<file path="src/mbet_pkg.sv">
`timescale 1ns / 1ps

package mbet_pkg;

    // Fixed-point format
    localparam int FRAC_BITS = 28;
    localparam int ACC_BITS  = FRAC_BITS + 8;

    // Field and register widths
    localparam int ITER_BITS = 16;
    localparam int PIX_W     = 12;
    localparam int DIM_W     = 13;
    localparam int CFG_W     = 16;
    localparam int CFG_IDX_W = 2;
    localparam int MAX_DIM   = 4096;

    // Register indexes
    localparam logic [CFG_IDX_W-1:0] CFG_IMAGE_WIDTH     = 2'd0;
    localparam logic [CFG_IDX_W-1:0] CFG_IMAGE_HEIGHT    = 2'd1;
    localparam logic [CFG_IDX_W-1:0] CFG_ITERATION_LIMIT = 2'd2;

    // Coordinate divider: numerator is |2p - d| * 2^(FRAC_BITS+2) + w, divisor 2w
    localparam int DIFF_W    = DIM_W + 1;
    localparam int MAG_W     = DIM_W;
    localparam int NUM_W     = MAG_W + FRAC_BITS + 2;
    localparam int DEN_W     = DIM_W + 1;
    localparam int DIV_CNT_W = $clog2(NUM_W);

    // Shared multiplier: full operand times half operand
    localparam int MUL_LO = ACC_BITS / 2;
    localparam int MUL_HI = ACC_BITS - MUL_LO;
    localparam int PP_W   = ACC_BITS + MUL_HI;
    localparam int PROD_W = 2 * ACC_BITS;
    localparam int SUM_W  = ACC_BITS + 2;

    localparam logic [ACC_BITS-1:0] WORD_MAX = {1'b0, {(ACC_BITS-1){1'b1}}};
    localparam logic [ACC_BITS-1:0] WORD_MIN = {1'b1, {(ACC_BITS-1){1'b0}}};
    localparam logic [ACC_BITS-1:0] FOUR_FX  =
        {{5{1'b0}}, 1'b1, {(FRAC_BITS+2){1'b0}}};

    typedef struct packed {
        logic [PIX_W-1:0] pixel_col;
        logic [PIX_W-1:0] pixel_row;
    } t_pixel_in;

    typedef struct packed {
        logic [ITER_BITS-1:0] iter_count;
        logic                 escaped;
    } t_pixel_out;

    typedef enum logic [2:0] {
        ST_IDLE,
        ST_PREP,
        ST_DIV,
        ST_ROUND,
        ST_CHECK,
        ST_MUL,
        ST_UPDATE,
        ST_DONE
    } t_state;

    typedef enum logic [1:0] {
        OP_XX,
        OP_YY,
        OP_XY
    } t_mop;

    // Apply sign to a magnitude and clip to the word range
    function automatic logic [ACC_BITS-1:0] sat_signed(input logic neg,
                                                       input logic [PROD_W-1:0] mag);
        logic [ACC_BITS-1:0] res;
        if (neg) begin
            if (mag > PROD_W'(WORD_MIN)) res = WORD_MIN;
            else res = -mag[ACC_BITS-1:0];
        end else begin
            if (mag > PROD_W'(WORD_MAX)) res = WORD_MAX;
            else res = mag[ACC_BITS-1:0];
        end
        return res;
    endfunction

    // Clip a widened signed sum to the word range
    function automatic logic [ACC_BITS-1:0] sat_word(input logic signed [SUM_W-1:0] v);
        logic [ACC_BITS-1:0] res;
        if (v > $signed({2'b00, WORD_MAX})) res = WORD_MAX;
        else if (v < $signed({2'b11, WORD_MIN})) res = WORD_MIN;
        else res = v[ACC_BITS-1:0];
        return res;
    endfunction

endpackage

</file>
<file path="src/mandelbrot_escape_time.sv">
// Channel  Direction  Payload      Handshake
// in       input      t_pixel_in   i_in_valid / o_in_stall
// out      output     t_pixel_out  o_out_valid / i_out_stall
// cfg      input      16-bit data  i_cfg_we, i_cfg_index (write only)
//
// An item holds the core from accept to next accept, for n iterations run and the limit
// reached: the idle state, the bit-serial divider for each part of c, per iteration a
// limit check, the shared 36x18 multiplier and an update, one last check and one load of
// the output register; an escaping point adds the round that tests it.
// Reset is synchronous, active low; it restores the register reset values. Input waits
// until the core is idle; the core holds in its last state while a result is stalled.
`timescale 1ns / 1ps

module mandelbrot_escape_time
    import mbet_pkg::*;
(
    input  logic                 i_clk,
    input  logic                 i_rst_n,
    input  logic                 i_in_valid,
    output logic                 o_in_stall,
    input  t_pixel_in            i_in_item,
    output logic                 o_out_valid,
    input  logic                 i_out_stall,
    output t_pixel_out           o_out_item,
    input  logic                 i_cfg_we,
    input  logic [CFG_IDX_W-1:0] i_cfg_index,
    input  logic [CFG_W-1:0]     i_cfg_data
);

    t_state r_state, n_state;

    logic [DIM_W-1:0]     r_image_width;
    logic [DIM_W-1:0]     r_image_height;
    logic [ITER_BITS-1:0] r_iteration_limit;

    t_pixel_in            r_pix;
    logic                 r_coord_sel;
    logic [NUM_W-1:0]     r_div_num;
    logic [DEN_W-1:0]     r_div_rem;
    logic [DIV_CNT_W-1:0] r_div_cnt;
    logic                 r_div_neg;

    logic [ACC_BITS-1:0]  r_c_re, r_c_im, r_x, r_y, r_xx, r_yy, r_xy2;
    logic [ITER_BITS-1:0] r_count;

    t_mop                 r_mop;
    logic [1:0]           r_mstep;
    logic [PP_W-1:0]      r_pp;
    logic [PROD_W-1:0]    r_acc;

    logic                 r_out_valid;
    t_pixel_out           r_out_item;

    logic in_accept, out_free, out_load;

    // Clamp the image size to 1..MAX_DIM
    logic [DIM_W-1:0] w_dim, h_dim;
    always_comb begin
        if (r_image_width == '0) w_dim = DIM_W'(1);
        else if (r_image_width > DIM_W'(MAX_DIM)) w_dim = DIM_W'(MAX_DIM);
        else w_dim = r_image_width;
        if (r_image_height == '0) h_dim = DIM_W'(1);
        else if (r_image_height > DIM_W'(MAX_DIM)) h_dim = DIM_W'(MAX_DIM);
        else h_dim = r_image_height;
    end

    // Divider operands for the current coordinate
    logic [PIX_W-1:0]         p_sel;
    logic [DIM_W-1:0]         d_sel;
    logic signed [DIFF_W-1:0] diff;
    logic [DIFF_W-1:0]        diff_abs;
    logic [NUM_W-1:0]         num_init;
    logic [DEN_W-1:0]         div_den;
    logic [DEN_W:0]           div_shift, div_sub;
    logic                     div_ge;
    logic [DEN_W-1:0]         div_rem_next;
    logic [ACC_BITS-1:0]      c_val;

    always_comb begin
        p_sel        = r_coord_sel ? r_pix.pixel_row : r_pix.pixel_col;
        d_sel        = r_coord_sel ? h_dim : w_dim;
        diff         = $signed({1'b0, p_sel, 1'b0}) - $signed({1'b0, d_sel});
        diff_abs     = diff[DIFF_W-1] ? -diff : diff;
        num_init     = {diff_abs[MAG_W-1:0], {(FRAC_BITS+2){1'b0}}} + NUM_W'(w_dim);
        div_den      = {w_dim, 1'b0};
        div_shift    = {r_div_rem, r_div_num[NUM_W-1]};
        div_sub      = div_shift - {1'b0, div_den};
        div_ge       = div_shift >= {1'b0, div_den};
        div_rem_next = div_ge ? div_sub[DEN_W-1:0] : div_shift[DEN_W-1:0];
        c_val        = sat_signed(r_div_neg, PROD_W'(r_div_num));
    end

    // Shared multiplier: operand select, magnitude, and half of the second operand
    logic [ACC_BITS-1:0] op_a, op_b, a_mag, b_mag;
    logic [MUL_HI-1:0]   b_part;
    logic [PP_W-1:0]     mul_out;
    logic                mul_neg;
    logic [PROD_W-1:0]   q_full, q_inc;
    logic                rem_nz;
    logic [ACC_BITS-1:0] mul_res;

    always_comb begin
        op_a    = (r_mop == OP_YY) ? r_y : r_x;
        op_b    = (r_mop == OP_XX) ? r_x : r_y;
        a_mag   = op_a[ACC_BITS-1] ? -op_a : op_a;
        b_mag   = op_b[ACC_BITS-1] ? -op_b : op_b;
        b_part  = (r_mstep == 2'd0) ? MUL_HI'(b_mag[MUL_LO-1:0]) : b_mag[ACC_BITS-1:MUL_LO];
        mul_out = a_mag * b_part;
        mul_neg = op_a[ACC_BITS-1] ^ op_b[ACC_BITS-1];
        // Floor shift: magnitude rounds up for a negative product
        if (r_mop == OP_XY) begin
            q_full = r_acc >> (FRAC_BITS - 1);
            rem_nz = |r_acc[FRAC_BITS-2:0];
        end else begin
            q_full = r_acc >> FRAC_BITS;
            rem_nz = |r_acc[FRAC_BITS-1:0];
        end
        q_inc   = q_full + PROD_W'(mul_neg & rem_nz);
        mul_res = sat_signed(mul_neg, q_inc);
    end

    // Escape test and next z
    logic signed [ACC_BITS:0] sum_sq;
    logic                     escape;
    logic [ACC_BITS-1:0]      x_next, y_next;

    always_comb begin
        sum_sq = $signed({r_xx[ACC_BITS-1], r_xx}) + $signed({r_yy[ACC_BITS-1], r_yy});
        escape = sum_sq > $signed({1'b0, FOUR_FX});
        x_next = sat_word($signed({{2{r_xx[ACC_BITS-1]}}, r_xx})
                        - $signed({{2{r_yy[ACC_BITS-1]}}, r_yy})
                        + $signed({{2{r_c_re[ACC_BITS-1]}}, r_c_re}));
        y_next = sat_word($signed({{2{r_xy2[ACC_BITS-1]}}, r_xy2})
                        + $signed({{2{r_c_im[ACC_BITS-1]}}, r_c_im}));
    end

    // Next state
    always_comb begin
        n_state = r_state;
        case (r_state)
            ST_IDLE:   if (in_accept) n_state = ST_PREP;
            ST_PREP:   n_state = ST_DIV;
            ST_DIV:    if (r_div_cnt == DIV_CNT_W'(NUM_W - 1)) n_state = ST_ROUND;
            ST_ROUND:  n_state = r_coord_sel ? ST_CHECK : ST_PREP;
            ST_CHECK:  n_state = (r_count < r_iteration_limit) ? ST_MUL : ST_DONE;
            ST_MUL:    if (r_mstep == 2'd3 && r_mop == OP_XY) n_state = ST_UPDATE;
            ST_UPDATE: n_state = escape ? ST_DONE : ST_CHECK;
            ST_DONE:   if (out_free) n_state = ST_IDLE;
            default:   n_state = ST_IDLE;
        endcase
    end

    // Handshake outputs
    always_comb begin
        o_in_stall  = (r_state != ST_IDLE);
        in_accept   = i_in_valid && (r_state == ST_IDLE);
        out_free    = !r_out_valid || !i_out_stall;
        out_load    = (r_state == ST_DONE) && out_free;
        o_out_valid = r_out_valid;
        o_out_item  = r_out_item;
    end

    // Control state, configuration and sequencer counters
    always_ff @(posedge i_clk) begin
        if (!i_rst_n) begin
            r_state           <= ST_IDLE;
            r_image_width     <= DIM_W'(640);
            r_image_height    <= DIM_W'(480);
            r_iteration_limit <= ITER_BITS'(256);
            r_out_valid       <= 1'b0;
            r_coord_sel       <= 1'b0;
            r_div_cnt         <= '0;
            r_mstep           <= '0;
            r_mop             <= OP_XX;
        end else begin
            r_state <= n_state;

            // Take register writes
            if (i_cfg_we) begin
                case (i_cfg_index)
                    CFG_IMAGE_WIDTH:     r_image_width     <= i_cfg_data[DIM_W-1:0];
                    CFG_IMAGE_HEIGHT:    r_image_height    <= i_cfg_data[DIM_W-1:0];
                    CFG_ITERATION_LIMIT: r_iteration_limit <= i_cfg_data[ITER_BITS-1:0];
                    default: ;
                endcase
            end

            // Hold the result until taken
            if (out_load) r_out_valid <= 1'b1;
            else if (!i_out_stall) r_out_valid <= 1'b0;

            case (r_state)
                ST_IDLE:  r_coord_sel <= 1'b0;
                ST_PREP:  r_div_cnt <= '0;
                ST_DIV:   r_div_cnt <= r_div_cnt + DIV_CNT_W'(1);
                ST_ROUND: r_coord_sel <= 1'b1;
                ST_CHECK: begin
                    r_mop   <= OP_XX;
                    r_mstep <= '0;
                end
                ST_MUL: begin
                    r_mstep <= r_mstep + 2'd1;
                    if (r_mstep == 2'd3) begin
                        case (r_mop)
                            OP_XX:   r_mop <= OP_YY;
                            OP_YY:   r_mop <= OP_XY;
                            default: r_mop <= r_mop;
                        endcase
                    end
                end
                default: ;
            endcase
        end
    end

    // Datapath
    always_ff @(posedge i_clk) begin
        case (r_state)
            ST_IDLE: begin
                if (in_accept) r_pix <= i_in_item;
            end
            ST_PREP: begin
                r_div_num <= num_init;
                r_div_rem <= '0;
                r_div_neg <= diff[DIFF_W-1];
            end
            ST_DIV: begin
                r_div_num <= {r_div_num[NUM_W-2:0], div_ge};
                r_div_rem <= div_rem_next;
            end
            ST_ROUND: begin
                if (!r_coord_sel) begin
                    r_c_re <= c_val;
                end else begin
                    r_c_im  <= c_val;
                    r_x     <= '0;
                    r_y     <= '0;
                    r_count <= '0;
                end
            end
            ST_MUL: begin
                case (r_mstep)
                    2'd0: r_pp <= mul_out;
                    2'd1: begin
                        r_acc <= PROD_W'(r_pp);
                        r_pp  <= mul_out;
                    end
                    2'd2: r_acc <= r_acc + (PROD_W'(r_pp) << MUL_LO);
                    default: begin
                        case (r_mop)
                            OP_XX:   r_xx  <= mul_res;
                            OP_YY:   r_yy  <= mul_res;
                            default: r_xy2 <= mul_res;
                        endcase
                    end
                endcase
            end
            ST_UPDATE: begin
                if (!escape) begin
                    r_x     <= x_next;
                    r_y     <= y_next;
                    r_count <= r_count + ITER_BITS'(1);
                end
            end
            ST_DONE: begin
                if (out_load) begin
                    r_out_item.iter_count <= r_count;
                    r_out_item.escaped    <= (r_count < r_iteration_limit);
                end
            end
            default: ;
        endcase
    end

`ifndef NO_ASSERTIONS
    a_accept_prep: assert property (@(posedge i_clk) disable iff (!i_rst_n)
        (i_in_valid && !o_in_stall) |=> (r_state == ST_PREP))
        else $error("accepted item did not start coordinate setup");

    a_div_rem: assert property (@(posedge i_clk) disable iff (!i_rst_n)
        (r_state == ST_DIV) |-> (r_div_rem < div_den))
        else $error("divider remainder not below divisor");

    a_mul_limit: assert property (@(posedge i_clk) disable iff (!i_rst_n)
        (r_state == ST_MUL) |-> (r_count < r_iteration_limit))
        else $error("iteration started at or past the limit");

    a_squares_pos: assert property (@(posedge i_clk) disable iff (!i_rst_n)
        (r_state == ST_UPDATE) |-> (!r_xx[ACC_BITS-1] && !r_yy[ACC_BITS-1]))
        else $error("square came out negative");

    a_escaped_count: assert property (@(posedge i_clk) disable iff (!i_rst_n)
        (o_out_valid && o_out_item.escaped) |-> (o_out_item.iter_count < r_iteration_limit))
        else $error("escaped item with count at the limit");
`endif

endmodule

</file>
<file path="config.mk">
export PLATFORM = sky130hd
export DESIGN_NAME = mandelbrot_escape_time
export DESIGN_NICKNAME = d
export VERILOG_FILES = /design/src/mbet_pkg.sv /design/src/mandelbrot_escape_time.sv
export SDC_FILE = /design/constraint.sdc
export NUM_CORES = 2
export LEC_CHECK = 0
export BUFFER_PORTS_ARGS = -buffer_cell sky130_fd_sc_hd__buf_2
export CAP_MARGIN = 20
export CORE_ASPECT_RATIO = 1.1
export CORE_MARGIN = 1
export CORE_UTILIZATION = 50
export DETAILED_ROUTE_END_ITERATION = 12
export GPL_TIMING_DRIVEN = 0
export PLACE_DENSITY = 0.66
export SYNTH_ARGS = -nofsm -noshare
export SYNTH_HDL_FRONTEND = slang
export SYNTH_SLANG_ARGS = --single-unit
</file>
<file path="constraint.sdc">
create_clock -name i_clk -period 14.8 [get_ports i_clk]
set_input_delay 3.7 -clock i_clk [delete_from_list [all_inputs] [get_ports i_clk]]
set_output_delay 3.7 -clock i_clk [all_outputs]
set_load 0.03 [all_outputs]
</file>
==> results.md <==
* Full die area at 0.120 sq mm
* Slowest stage delay, CP at about 0.86 ns
* CTS Buf Count at 59
* Share of cells above drive strength 1 at 0.0529
* Reg clk slew, reported paths at 0.06 ns
* Initial drt markers at 4896
* GP Congestion at 0.983
* Fill cell count at 10800
* Post-layout minimum cycle time at 14.12 ns
* Total wire length at 190000 um
* Core area at around 0.12 sq mm
* Final Hold Vio Count at 0
* CTS root buffer: clkbuf_16
* Tightest Pin Transition at ~1.2 ns
* Die outline height at 363 um
* Synth Register Bits at between 500 and 600
* Worst EP required at around 15 ns
* Clock Tree Buf Depth at 3
* Core Rows at roughly 130
* FMAX at 0.0708 GHz
* Slowest CP cell: xor2_1
* Post-Syn Instances at 6566
* DRT Pass-1 Iters at 6
* Initial antenna violation count at 7
* P&R area growth vs syn at 8.56%
* Cell Count, Final, Fillers Out at about 8300
* Post-Syn Area at 0.0593 sq mm
* Finished Cell Area at 0.0644 sq mm
* Vias post-DR at 49200
* Period utilization at 0.954
* Post-DR vias/cell at 5.90
* R2R Setup Slk at 0.68 ns
* Hpwl dp at 154000 um
* Final ANT Viol Nets at 0
* Setup crit end kind: register
* Mean Syn Cell Area at 9.03 sq um
* Leak at ~0.028 uW
* Clk_skew at about 0.043 ns
* Main synth FF type: edfxtp_1
* Worst-path maximum fanout at 10
* Layout Nets at between 7000 and 8000
* Hold Crit Class: reg -> reg
* Kind of cell adding the most delay to the critical path: adder cells
* Critical path type: reg -> reg
* Starting density of the core at 0.504
* Worst relative slew slack at 0.167
* WL/cell at 22.7 um
* Sequential fraction of the synthesis area at 0.269
* Remaining Overflow, GRT at 0
* Status: finished clean
* Port Buffers at 64
* Synth async-reset ratio at 0
* Clock sinks at 550
* EDFF count, synth at 493
* Total number of yosys warnings at 0
* Largest net degree at the start of global routing at 56
* RSZ-0062 raised after global routing: no
* Setup TNS at 0 ns
* Number of H-tree levels at 2
* CTS tree: yes
* Kind of start point of the critical path: register
* IO Count at 66
* Max IR drop VDD at 0.102 mV
* # setup viols final at 0
* DP Area at 0.0622 sq mm
* # Post-CTS Setup Buffers at 0
* All-Layer GR Usage at 0.319
* Pins Over Slew Limit at 0
* Final worst slack at 0.675 ns
* Inst Count DP at approximately 8200
* Syn_nets at ~7500
* Buf/Inv on CP at 14
* # DRC at 0
* Max-cap violations at 0
* Hold buffers post-CTS at 0
* CP arrival at 14.51 ns
* Vias in the first global route at 48000
* Chip Width at 330 um
* CTS resizes at 0
* Clock Latency Late Sink at 0.67 ns
* First-pass GRT wire length at around 290000 um
* Min Hold Slack at roughly 0.46 ns
* Pre-CTS setup slack at roughly 0.81 ns
* Power per Cell Area at between 70 and 80 mW/mm^2
* Synth cell types at ~90
[final timing paths]
kind                                                        start                                end  depth (start not counted)
worst max-delay path                        r_mop[0]$_SDFFE_PN0P_                 r_pp[52]$_DFFE_PP_                         45
worst min-delay path            r_iteration_limit[5]$_SDFFE_PN0P_  r_iteration_limit[5]$_SDFFE_PN0P_                          2
worst max register to register              r_mop[0]$_SDFFE_PN0P_                 r_pp[52]$_DFFE_PP_                         45
worst min register to register  r_iteration_limit[5]$_SDFFE_PN0P_  r_iteration_limit[5]$_SDFFE_PN0P_                          2
[area by class of cell]
| cell class | instances | area [sq um] | share of cell area |
|---|---|---|---|
| antenna | 3 | 7.51 | 0.000117 |
| buffer | 270 | 1040 | 0.0161 |
| clock buffer | 66 | 1510 | 0.0235 |
| clock inverter | 44 | 536 | 0.00832 |
| inverter | 971 | 3640 | 0.0566 |
| multi-input combinational | 4775 | 38800 | 0.603 |
| sequential | 550 | 15900 | 0.248 |
| tap | 1541 | 1930 | 0.0299 |
| timing repair buffer | 124 | 925 | 0.0144 |
[kinds of logic after synthesis]
group / after synthesis / share of synthesized area
AND/OR/NAND/NOR: 2085 / 0.168
XOR/XNOR: 318 / 0.0470
adder cells (fa/ha/maj): 934 / 0.271
multiplexers: 158 / 0.0276
flip-flops: 550 / 0.269
buffers and inverters: 1241 / 0.0788
AO/OA/AOI/OAI: 1280 / 0.139
[layout by cell type, fill, tap and decap left out, drive strengths merged, types with 24 or more instances in the layout]
cell	Yosys	layout
a31oi	50	50
nand4	75	75
ha	349	349
edfxtp	493	493
mux2i	112	112
nor4	39	39
o211ai	36	36
o311ai	33	33
nand3	112	112
nand2	883	883
nor3	152	152
nor2	310	310
o21bai	35	35
o21a	46	46
dfxtp	57	57
nand2b	49	49
buf	27	147
and3	61	61
xor2	127	127
inv	970	974
and2	156	156
fa	585	585
nor2b	90	90
or2	24	24
or3	55	55
a211oi	37	37
a21o	155	155
a21boi	53	53
xnor2	191	191
o31ai	29	29
o21ai	342	342
clkbuf	243	312
a21oi	299	299
mux2	46	46
[sequential cells by signal (all words and copies together), names as in the netlist, 3 cells and up]
name               cells
r_x                   36
r_pix                 24
r_acc                 72
r_yy                  36
r_image_height        13
r_xx                  36
r_count               16
r_c_re                36
r_state                3
o_out_item            17
r_div_cnt              6
r_y                   36
r_div_rem             14
r_c_im                36
r_image_width         13
r_xy2                 36
r_pp                  54
r_div_num             43
r_iteration_limit     16
[cells in the mapped netlist (127+ instances only)]
cell,n,area (sq um)
fa_1,585,11700
nand2_1,883,3310
a21oi_1,299,1500
a21o_1,155,1160
edfxtp_1,493,14800
nor2_1,310,1160
ha_1,349,4370
clkbuf_1,243,912
xnor2_1,191,1670
and2_1,154,963
nor3_1,149,746
inv_1,970,3640
o21ai_0,325,1630
xor2_1,127,1110
[routing by layer]
| metal | part of all wire | vias to the layer above | track usage |
|---|---|---|---|
| met5 | 0.000069 | - | 0 |
| met4 | 0.043 | 2 | 0.124 |
| met3 | 0.082 | 379 | 0.0482 |
| met2 | 0.46 | 2070 | 0.507 |
| met1 | 0.42 | 24200 | 0.438 |
| li1 | - | 22600 | - |
[worst register-to-register path, delay by kind of cell (launching register included)]
kind                       cells  cell delay, ns
adders and majority gates      8            3.87
DFF                            1            0.30
buffers and inverters         14            3.76
xor gates and xnor gates       2            0.98
AOI/OAI and AO/OA             11            2.43
and+or+nand+nor               10            2.56
[per-stage QoR]
step / power, uW / util
floorplan: 2680 / -
CTS: 4650 / 0.546
global route: 4860 / 0.547
finish: 4650 / 0.547
global placement: 3060 / 0.523
detailed placement: 3070 / 0.528
[power breakdown]
group | switching [uW] | leakage (uW) | internal [uW]
clock network | 667 | 0.000972 | 901
logic | 763 | 0.0224 | 451
registers | 64.2 | 0.00477 | 1800
total | 1490 | 0.0282 | 3150
No activity file was read; power rests on OpenSTA's default activity.
